--- config.mk ---
export PLATFORM = sky130hd
export DESIGN_NAME = daisy_chain_led_node_unit
export DESIGN_NICKNAME = d
export VERILOG_FILES = /design/src/design/dcln_pkg.sv /design/src/design/dcln_cell.sv /design/src/design/daisy_chain_led_node_unit.sv
export SDC_FILE = /design/constraint.sdc
export NUM_CORES = 1
export LEC_CHECK = 0
export ABC_AREA = 1
export BUFFER_PORTS_ARGS = -buffer_cell sky130_fd_sc_hd__buf_2
export CAP_MARGIN = 20
export CORE_MARGIN = 2
export CORE_UTILIZATION = 56
export CTS_CLUSTER_DIAMETER = 50
export DETAILED_ROUTE_END_ITERATION = 10
export PLACE_DENSITY_LB_ADDON = 0.3
export SYNTH_ARGS = -nofsm -noshare
export SYNTH_HDL_FRONTEND = slang
export SYNTH_SLANG_ARGS = --single-unit
--- constraint.sdc ---
create_clock -name clk -period 2 [get_ports clk]
set_input_delay 0.4 -clock clk [delete_from_list [all_inputs] [get_ports clk]]
set_output_delay 0.4 -clock clk [all_outputs]
set_load 0.02 [all_outputs]
--- src/design/dcln_pkg.sv ---
// ----------------------------------------------------------------------------
// dcln_pkg
// Shared types and constants for the daisy-chained light node.
// ----------------------------------------------------------------------------
`default_nettype none

package dcln_pkg;

  // Packet length in bytes, fixed by the bus protocol
  localparam int unsigned PacketBytes = 4;
  localparam int unsigned CountW      = 3;
  localparam int unsigned IdxW        = 2;

  // Item mode codes
  localparam logic [1:0] MODE_BYTE   = 2'd0;
  localparam logic [1:0] MODE_END    = 2'd1;
  localparam logic [1:0] MODE_SAMPLE = 2'd2;

  // Decode masks
  localparam logic [7:0] RED_MASK   = 8'h3F;
  localparam logic [7:0] GREEN_MASK = 8'h0F;
  localparam logic [7:0] BLUE_MASK  = 8'h03;

  // Per-cell control, broadcast along the chain
  typedef struct packed {
    logic shift_en;
    logic load_en;
  } dcln_cell_ctrl_t;

endpackage

`default_nettype wire

--- src/design/dcln_cell.sv ---
// ----------------------------------------------------------------------------
// dcln_cell
// One byte slot of the node: a delay-line byte and an own-packet byte.
// ----------------------------------------------------------------------------
`default_nettype none

module dcln_cell
  import dcln_pkg::*;
(
  input  wire logic            clk,
  input  wire logic            rst_n,
  input  wire dcln_cell_ctrl_t ctrl,
  input  wire logic [7:0]      dly_in,
  input  wire logic [7:0]      load_byte,
  output logic      [7:0]      dly_q,
  output logic      [7:0]      dly_nxt,
  output logic      [7:0]      own_nxt
);

  logic [7:0] dly_r;
  logic [7:0] own_r;

  // Advance the delay byte on a shift, take the new packet byte on a load
  always_comb begin
    dly_nxt = ctrl.shift_en ? dly_in : dly_r;
    own_nxt = ctrl.load_en ? load_byte : own_r;
  end

  // Hold both bytes
  always_ff @(posedge clk) begin
    if (!rst_n) begin
      dly_r <= '0;
      own_r <= '0;
    end else begin
      dly_r <= dly_nxt;
      own_r <= own_nxt;
    end
  end

  assign dly_q = dly_r;

endmodule

`default_nettype wire

--- src/design/daisy_chain_led_node_unit.sv ---
// ----------------------------------------------------------------------------
// daisy_chain_led_node_unit
// Daisy-chained bus node: own packet out, four-byte forward, RGB latch.
// ----------------------------------------------------------------------------
// One item is taken every clock cycle; its result appears in the output
// register on the cycle after acceptance. The state sits in a row of four
// byte cells, each holding one delay-line byte and one own-packet byte, and
// the delay line advances one cell per received byte. Input stalls only
// while a result is held by a stalled output.
`default_nettype none

module daisy_chain_led_node_unit
  import dcln_pkg::*;
(
  input  wire logic        clk,
  input  wire logic        rst_n,
  input  wire logic        in_valid,
  output logic             in_stall,
  input  wire logic [1:0]  in_mode,
  input  wire logic [7:0]  in_rx_byte,
  input  wire logic [9:0]  in_sample,
  output logic             out_valid,
  input  wire logic        out_stall,
  output logic      [7:0]  out_tx_byte,
  output logic      [9:0]  out_red,
  output logic      [9:0]  out_green,
  output logic      [9:0]  out_blue,
  output logic             out_colour_update
);

  logic                 accept;
  dcln_cell_ctrl_t      ctrl;
  logic [7:0]           dly_in   [PacketBytes];
  logic [7:0]           load_b   [PacketBytes];
  logic [7:0]           dly_q    [PacketBytes];
  logic [7:0]           dly_nxt  [PacketBytes];
  logic [7:0]           own_nxt  [PacketBytes];

  logic [CountW-1:0]    seen_r, seen_nxt;
  logic                 out_valid_r;
  logic [7:0]           tx_r, tx_nxt;
  logic [9:0]           red_r, red_nxt;
  logic [9:0]           green_r, green_nxt;
  logic [9:0]           blue_r, blue_nxt;
  logic                 upd_r, upd_nxt;

  // Take a transaction whenever the output slot is free or being emptied
  assign in_stall = out_valid_r && out_stall;
  assign accept   = in_valid && !in_stall;

  // Decode the mode into cell controls
  always_comb begin
    ctrl.shift_en = accept && (in_mode == MODE_BYTE);
    ctrl.load_en  = accept && (in_mode == MODE_SAMPLE);
  end

  // Feed the chain: received byte into the first cell, packet bytes as loads
  always_comb begin
    for (int i = 0; i < PacketBytes; i++) begin
      dly_in[i] = (i == 0) ? in_rx_byte : dly_q[(i == 0) ? 0 : i - 1];
      load_b[i] = 8'h00;
    end
    load_b[0] = {6'b0, in_sample[9:8]};
    load_b[1] = in_sample[7:0];
  end

  for (genvar g = 0; g < PacketBytes; g++) begin : g_cell
    dcln_cell u_cell (
      .clk       (clk),
      .rst_n     (rst_n),
      .ctrl      (ctrl),
      .dly_in    (dly_in[g]),
      .load_byte (load_b[g]),
      .dly_q     (dly_q[g]),
      .dly_nxt   (dly_nxt[g]),
      .own_nxt   (own_nxt[g])
    );
  end

  // Count bytes of the transaction, saturating at the packet length
  always_comb begin
    seen_nxt = seen_r;
    if (accept) begin
      unique case (in_mode)
        MODE_BYTE: begin
          if (seen_r < CountW'(PacketBytes)) seen_nxt = seen_r + CountW'(1);
        end
        MODE_END,
        MODE_SAMPLE: seen_nxt = '0;
        default:     seen_nxt = seen_r;
      endcase
    end
  end

  // Latch colours at transaction end and pick the next outgoing byte
  always_comb begin
    upd_nxt   = accept && (in_mode == MODE_END) && (seen_r != '0);
    red_nxt   = red_r;
    green_nxt = green_r;
    blue_nxt  = blue_r;
    if (upd_nxt) begin
      red_nxt   = {dly_q[3][5:0] & RED_MASK[5:0], dly_q[2][7:4]};
      green_nxt = {dly_q[2][3:0] & GREEN_MASK[3:0], dly_q[1][7:2]};
      blue_nxt  = {dly_q[1][1:0] & BLUE_MASK[1:0], dly_q[0]};
    end
    if (seen_nxt < CountW'(PacketBytes)) tx_nxt = own_nxt[seen_nxt[IdxW-1:0]];
    else                                  tx_nxt = dly_nxt[PacketBytes-1];
  end

  // Hold the count, the colours and the output register
  always_ff @(posedge clk) begin
    if (!rst_n) begin
      seen_r      <= '0;
      out_valid_r <= 1'b0;
      red_r       <= '0;
      green_r     <= '0;
      blue_r      <= '0;
      tx_r        <= '0;
      upd_r       <= 1'b0;
    end else begin
      seen_r <= seen_nxt;
      if (accept) begin
        out_valid_r <= 1'b1;
        tx_r        <= tx_nxt;
        red_r       <= red_nxt;
        green_r     <= green_nxt;
        blue_r      <= blue_nxt;
        upd_r       <= upd_nxt;
      end else if (!out_stall) begin
        out_valid_r <= 1'b0;
      end
    end
  end

  assign out_valid         = out_valid_r;
  assign out_tx_byte       = tx_r;
  assign out_red           = red_r;
  assign out_green         = green_r;
  assign out_blue          = blue_r;
  assign out_colour_update = upd_r;

endmodule

`default_nettype wire
==> flow_summary.toml, run 1 <==
[floorplanning]
placeableCoreArea_mm2 = 0.007292
die_h_um = 90.89
initial_utilization_pct = 57.98
std_cell_rows = 31
fp.dieArea_mm2 = 0.008261
boundaryPins = 65
floorplan.die.width_um = 90.89

[logic_synthesis]
postSynth.asyncResetShare_pct = 0
synthDominantCellAreaShare_pct = 50.67
post_synth.cell_area_avg_um2 = 7.563
synth.yosys.warnings = 0
yosys.cell_types.count = 29
syn_area_mm2 = 0.004228
yosys-top-cells-area = "sky130_fd_sc_hd__dfxtp_1, sky130_fd_sc_hd__nor2_1, sky130_fd_sc_hd__nand2_1, sky130_fd_sc_hd__o21ai_0, sky130_fd_sc_hd__nand3_1"
synth.ff_latch_count = 107
netlist.top_cell.by_area = "sky130_fd_sc_hd__dfxtp_1"
post_synth_inst_count = 559
synth.most_common_cell = "sky130_fd_sc_hd__nor2_1"
synth_edf_count = 0
yosysSeqAreaShare_pct = 50.67
synth_fp_nets = 585
synth_top_cells_by_count = "sky130_fd_sc_hd__nor2_1, sky130_fd_sc_hd__dfxtp_1, sky130_fd_sc_hd__nand2_1, sky130_fd_sc_hd__o21ai_0, sky130_fd_sc_hd__nand3_1"
synth_ff_type = "sky130_fd_sc_hd__dfxtp_1"

[timing]
tns_ns = 0
final.setup.worst_slack_ns = 0.1629
timing.slew.headroom_pct = 62.95
slew_violations = 0
finalHoldViolCount = 0
min_period_over_period_pct = 91.86
achievable-frequency_mhz = 544.3
clock_skew_ns = 0.01108
setup_repair_after_global_routing_missed_its_margin = "no"
final_period_minus_worst_setup_slack_ns = 1.837
finalSetupViolations = 0
worst_slew_pin_slew_ns = 0.5558

[run]
timing.max_cap.violations = 0

[routing]
detail_route.wl_per_cell_um = 12.12
firstDrtPassIters = 7
initial_drt_markers = 350
detail_route.drc_violations = 0
route.detailed.vias_per_inst = 5.068
antenna_violating_nets_post_route = 0
route.final.wire_length_um = 8712
routed-via-count = 3644

[power_and_ir_drop]
power_frac_clock_pct = 32.9
power_density_mw_per_mm2 = 798.4
power_leakage_nw = 2.266
finalPower_mw = 3.826
switching_power_mw = 0.9805
p_int_mw = 2.845
power_frac_seq_pct = 58.1
power.switching_fraction_pct = 25.63
power_frac_comb_pct = 9.1
vdd.ir_drop.worst_mv = 0.4541

[outcome]
run_status = "completed"

[global_routing]
grt_first_pass_wirelength_um = 14730
grt_start_max_net_pins = 56
grt_pass1_vias = 3165
initial_antenna_violation_count = 0
gr-total-overflow = 0
grt_usage_pct = 21.89

[placed_design]
dp_worst_setup_slack_ns = 0.09791
place.gp.congestion = 0.9108
place.port_buffers = 64
hpwlAfterDp_um = 6224
place_inst = 703
placement.cell_area_mm2 = 0.004594

[worst_setup_path]
r2r.worst_path.cells = 10
cp-start-kind = "flop"
cp_data_arrival_time_ns = 2.13
worst-endpoint-required_ns = 2.30
path_max_fanout = 9
worstSetupEndpointType = "flop"
worst-setup-path-type = "reg -> reg"

[clock_network]
clk_pin_slew_worst_paths_ns = 0.10
skew_pair_late_insertion_delay_ns = 0.36
clk_root_buffer_cell = "sky130_fd_sc_hd__clkbuf_8"
tritoncts = "built"
cts-hold-fix-buffers = 0
cts_buffers = 9
cts.repair_timing.setup_buffer_count = 0
cts_sinks = 107
cts-htree-levels = 3
clockBufferDepth = 2

[finish]
areaGrowthSynthToFinish_pct = 13.35
postLayoutCellArea_mm2 = 0.004792
antennaDiodeCount = 0
nets = 641
post_route_cells_drive_above_1_share_pct = 19.68
fin_cells = 719

[min_path]
min_delay_path_depth = 3
worstHoldPathType = "in -> reg"
[final cells by class]
cell class | count | area, um2
Clock buffer | 11 | 151.4
Clock inverter | 5 | 42.54
Fill cell | 672 | 2500
Inverter | 30 | 112.6
Multi-Input combinational cell | 391 | 1795
Sequential cell | 107 | 2143
Tap cell | 99 | 123.9
Timing Repair Buffer | 76 | 422.9
[flip-flops by register name, indices dropped and copies added (netlist names)]
| register | count |
|---|---|
| out_blue | 10 |
| out_valid | 1 |
| g_cell.u_cell.dly_q | 32 |
| out_tx_byte | 8 |
| g_cell.u_cell.own_r | 32 |
| out_green | 10 |
| seen_r | 3 |
| out_red | 10 |
| out_colour_update | 1 |
[cell families (layout without fill, tap and decap cells)]
kind of cell / after synthesis / count (layout) / share of synthesized area (%)
adder cells (fa/ha/maj): 2 / 2 / 0.5918
AO/OA/AOI/OAI: 85 / 85 / 10.92
AND/OR/NAND/NOR: 304 / 304 / 30.90
buffers and inverters: 61 / 122 / 6.925
flip-flops: 107 / 107 / 50.67
[metal layers]
layer | up-vias | share of wire, % | global-route usage (%)
met4 | 0 | 1.1 | 8.838
li1 | 1894 | - | -
met2 | 107 | 44 | 31.47
met3 | 8 | 5.4 | 3.840
met5 | - | 0 | 0
met1 | 1635 | 49 | 32.42
[power groups by stage]
| stage | logic, mW | registers [mW] | clock network, mW |
|---|---|---|---|
| after floorplan | 0.238 | 2.28 | 0 |
| after CTS | 0.345 | 2.22 | 1.29 |
| after detailed placement | 0.344 | 2.27 | 0 |
| after global placement | 0.340 | 2.27 | 0 |
| after global routing | 0.393 | 2.23 | 1.38 |
| final | 0.347 | 2.22 | 1.26 |
[stage by stage]
step,hold WS [ns],util [%]
after CTS,0.2359,65.67
after detailed placement,0.4402,63.01
after global placement,0.4358,63.01
after floorplan,0.4250,-
after global routing,0.2405,65.72
final,0.2492,65.72
[critical path, stage by stage, from the launching register on]
cell,delay [ns]
sky130_fd_sc_hd__dfxtp_2,0.39
sky130_fd_sc_hd__inv_1,0.06
sky130_fd_sc_hd__ha_1,0.27
sky130_fd_sc_hd__or2_2,0.30
sky130_fd_sc_hd__nand3_2,0.08
sky130_fd_sc_hd__nand2_2,0.12
sky130_fd_sc_hd__inv_2,0.17
sky130_fd_sc_hd__nand3_1,0.11
sky130_fd_sc_hd__nand3_1,0.10
sky130_fd_sc_hd__nand2_1,0.06
sky130_fd_sc_hd__a21oi_1,0.11
[cells in the final DEF (no fill, tap or decap), drive strengths merged]
cell	synthesis	final
inv	29	32
o21ai	65	65
ha	2	2
nand2	93	93
a21oi	19	19
clkbuf	14	11
nand4	1	1
a211oi	1	1
clkinvlp	0	1
nor2	154	154
clkinv	1	2
dfxtp	107	107
buf	17	76
or2	9	9
nand3	47	47
[repair_timing]
item | 4_1_cts | 5_1_grt
resized for setup | 0 | 2
hold endpoints to repair | 0 | 0
endpoints found under the setup margin | 0 | 34
[final timing paths]
| check | start | end | slack, ns |
|---|---|---|---|
| max | seen_r[0] | out_tx_byte[0] | 0.16 |
| min | in_rx_byte[3] | g_cell[0].u_cell.dly_q[3] | 0.25 |
| max reg2reg | seen_r[0] | out_tx_byte[0] | 0.16 |
| min reg2reg | g_cell[3].u_cell.own_r[6] | g_cell[3].u_cell.own_r[6] | 0.45 |
No activity file was read; power rests on OpenSTA's default activity.
==> run 2: changes to the inputs <==
ABC_AREA = unset   (was 1)
==> flow_summary.toml, run 2 <==
[power_and_ir_drop]
power.switching_fraction_pct = 22.73
power_frac_seq_pct = 55.5
power_frac_clock_pct = 38.4
vdd.ir_drop.worst_mv = 0.3500
switching_power_mw = 0.8835
power_leakage_nw = 2.022
p_int_mw = 3.003
power_frac_comb_pct = 6.0
power_density_mw_per_mm2 = 775.6
finalPower_mw = 3.887

[logic_synthesis]
postSynth.asyncResetShare_pct = 0
synth_ff_type = "sky130_fd_sc_hd__dfxtp_1"
yosys.cell_types.count = 39
synth.yosys.warnings = 0
synth_fp_nets = 501
netlist.top_cell.by_area = "sky130_fd_sc_hd__dfxtp_1"
yosys-top-cells-area = "sky130_fd_sc_hd__dfxtp_1, sky130_fd_sc_hd__nand2_1, sky130_fd_sc_hd__a21boi_0, sky130_fd_sc_hd__mux2i_1, sky130_fd_sc_hd__and3_1"
synth.ff_latch_count = 107
synth.most_common_cell = "sky130_fd_sc_hd__nand2_1"
post_synth.cell_area_avg_um2 = 9.030
post_synth_inst_count = 475
syn_area_mm2 = 0.004289
yosysSeqAreaShare_pct = 49.94
synth_edf_count = 0
synth_top_cells_by_count = "sky130_fd_sc_hd__nand2_1, sky130_fd_sc_hd__dfxtp_1, sky130_fd_sc_hd__a21boi_0, sky130_fd_sc_hd__clkbuf_1"
synthDominantCellAreaShare_pct = 49.94

[clock_network]
cts_repair_resize_count = 0
cts-hold-fix-buffers = 0
cts_sinks = 107
clk_pin_slew_worst_paths_ns = 0.11
cts.repair_timing.setup_buffer_count = 0
skew_pair_late_insertion_delay_ns = 0.37
clockBufferDepth = 2
cts-htree-levels = 3
clk_root_buffer_cell = "sky130_fd_sc_hd__clkbuf_8"
tritoncts = "built"
cts_buffers = 9

[routing]
route.final.wire_length_um = 8980
detail_route.wl_per_cell_um = 14.08
initial_drt_markers = 185
detail_route.drc_violations = 0
antenna_violating_nets_post_route = 0
firstDrtPassIters = 5
route.detailed.vias_per_inst = 5.288
routed-via-count = 3374

[worst_setup_path]
worstSetupEndpointType = "flop"
timing.critical_path.slowest_cell_delay_ns = 0.39
crit_start = "out_valid"
r2r.worst_path.cells = 7
cp_slowest_cell = "sky130_fd_sc_hd__dfxtp_1"
path_max_fanout = 13
worstPathBufferInverterCount = 1
reg2reg_slack_ns = 0.17
worst-setup-path-type = "reg -> reg"
worst_r2r_endpoint = "out_tx_byte[4]"
worst-path-stages = 7
crit_end = "out_tx_byte[4]"
critical_path.reg2reg.startpoint = "out_valid"
cp_data_arrival_time_ns = 2.13
cp-start-kind = "flop"
timing.critical_path.max_delay_family = "compound AO/OA/AOI/OAI gates"
worst-endpoint-required_ns = 2.30
timing.critical_path.cells = "a21bo_1 > nor4_4 > a311o_1 > buf_4 > mux2i_1 > mux2_2 > o21ai_2"

[timing]
achievable-frequency_mhz = 545.1
finalHoldViolCount = 0
clock_skew_ns = 0.01198
worst_slew_pin_slew_ns = 0.5310
slew_violations = 0
setup_repair_after_global_routing_missed_its_margin = "yes"
finalSetupViolations = 0
timing.slew.headroom_pct = 64.60
final_period_minus_worst_setup_slack_ns = 1.834
min_period_over_period_pct = 91.72

[finish]
mostFrequentLayoutCell = "sky130_fd_sc_hd__nand2_1"
postLayoutCellArea_mm2 = 0.005011
post_route_cells_drive_above_1_share_pct = 21.34
antennaDiodeCount = 0
areaGrowthSynthToFinish_pct = 16.83
nets = 560
fin_cells = 638
final_cell_mix = "sky130_fd_sc_hd__nand2_1, sky130_fd_sc_hd__dfxtp_1, sky130_fd_sc_hd__a21boi_0"

[floorplanning]
std_cell_rows = 31
floorplan.die.width_um = 91.52
boundaryPins = 65
initial_utilization_pct = 58.51
fp.dieArea_mm2 = 0.008375
die_h_um = 91.52
placeableCoreArea_mm2 = 0.007331

[global_routing]
grt_start_max_net_pins = 60
grt_usage_pct = 21.84
gr-total-overflow = 0
grt_pass1_vias = 3127
initial_antenna_violation_count = 0
grt_first_pass_wirelength_um = 14720

[min_path]
holdCritStartpoint = "in_rx_byte[2]"
worstHoldPathType = "in -> reg"

[placed_design]
placement.cell_area_mm2 = 0.004777
place.port_buffers = 64
place.gp.congestion = 0.8120
place_inst = 622
hpwlAfterDp_um = 6227

[run]
timing.max_cap.violations = 0

[outcome]
run_status = "completed"
==> run 2: how the worst min path moves through the flow <==
| stage | end | depth (start not counted) |
|---|---|---|
| 6_report | g_cell[0].u_cell.dly_q[2] | 3 |
| 5_1_grt | g_cell[0].u_cell.dly_q[3] | 3 |
| 4_1_cts | g_cell[0].u_cell.dly_q[3] | 3 |
| 3_5_place_dp | out_blue[5] | 2 |
| 3_3_place_gp | out_red[0] | 2 |
| 2_1_floorplan | out_red[9] | 2 |
==> run 2: worst register-to-register path: stages (launching register included) <==
cell                      delay, ns
sky130_fd_sc_hd__dfxtp_1       0.39
sky130_fd_sc_hd__a21bo_1       0.20
sky130_fd_sc_hd__nor4_4        0.06
sky130_fd_sc_hd__a311o_1       0.34
sky130_fd_sc_hd__buf_4         0.22
sky130_fd_sc_hd__mux2i_1       0.15
sky130_fd_sc_hd__mux2_2        0.28
sky130_fd_sc_hd__o21ai_2       0.13
==> run 2: cell families (layout without fill, tap and decap cells) <==
family	Yosys count	in the layout	synth area share, %
AOI/OAI and AO/OA	99	99	17.33
adders and majority gates	2	2	0.5833
buffers and inverters	37	101	4.288
DFF	107	107	49.94
muxes	30	30	7.176
and+or+nand+nor	200	200	20.68
==> run 2: cell type report <==
cell class | count | area [um2]
Clock buffer | 10 | 137.6
Clock inverter | 6 | 96.34
Inverter | 2 | 7.507
Timing Repair Buffer | 83 | 538.0
Fill cell | 578 | 2320
Sequential cell | 107 | 2142
Tap cell | 99 | 123.9
Multi-Input combinational cell | 331 | 1966
==> run 2: power by group through the flow <==
stage	clock [mW]	combinational (mW)	sequential (mW)
floorplan	0	0.160	2.21
global placement	0	0.227	2.21
detailed placement	0	0.234	2.21
CTS	1.53	0.234	2.16
global route	1.60	0.257	2.16
finish	1.49	0.235	2.16
==> run 2: layer usage <==
| metal | global-route usage [%] | wire length (um) | part of all wire [%] | vias to the layer above |
|---|---|---|---|---|
| met5 | 0 | 0 | 0 | - |
| met4 | 10.10 | 179 | 2.0 | 0 |
| met3 | 2.656 | 376 | 4.2 | 17 |
| met2 | 33.70 | 4113 | 46 | 77 |
| met1 | 30.48 | 4311 | 48 | 1565 |
| li1 | - | - | - | 1715 |
==> run 2: per-stage QoR <==
step	setup TNS, ns	utilization (%)	setup WS (ns)	hold slack, ns
final	0	68.36	0.1656	0.2643
after global routing	-0.003080	68.36	-0.003080	0.2577
after CTS	0	68.36	0.1646	0.2544
after detailed placement	-0.01594	65.16	-0.01195	0.4523
after global placement	0	65.16	0.06195	0.4499
after floorplan	-0.004217	-	-0.004217	0.4403
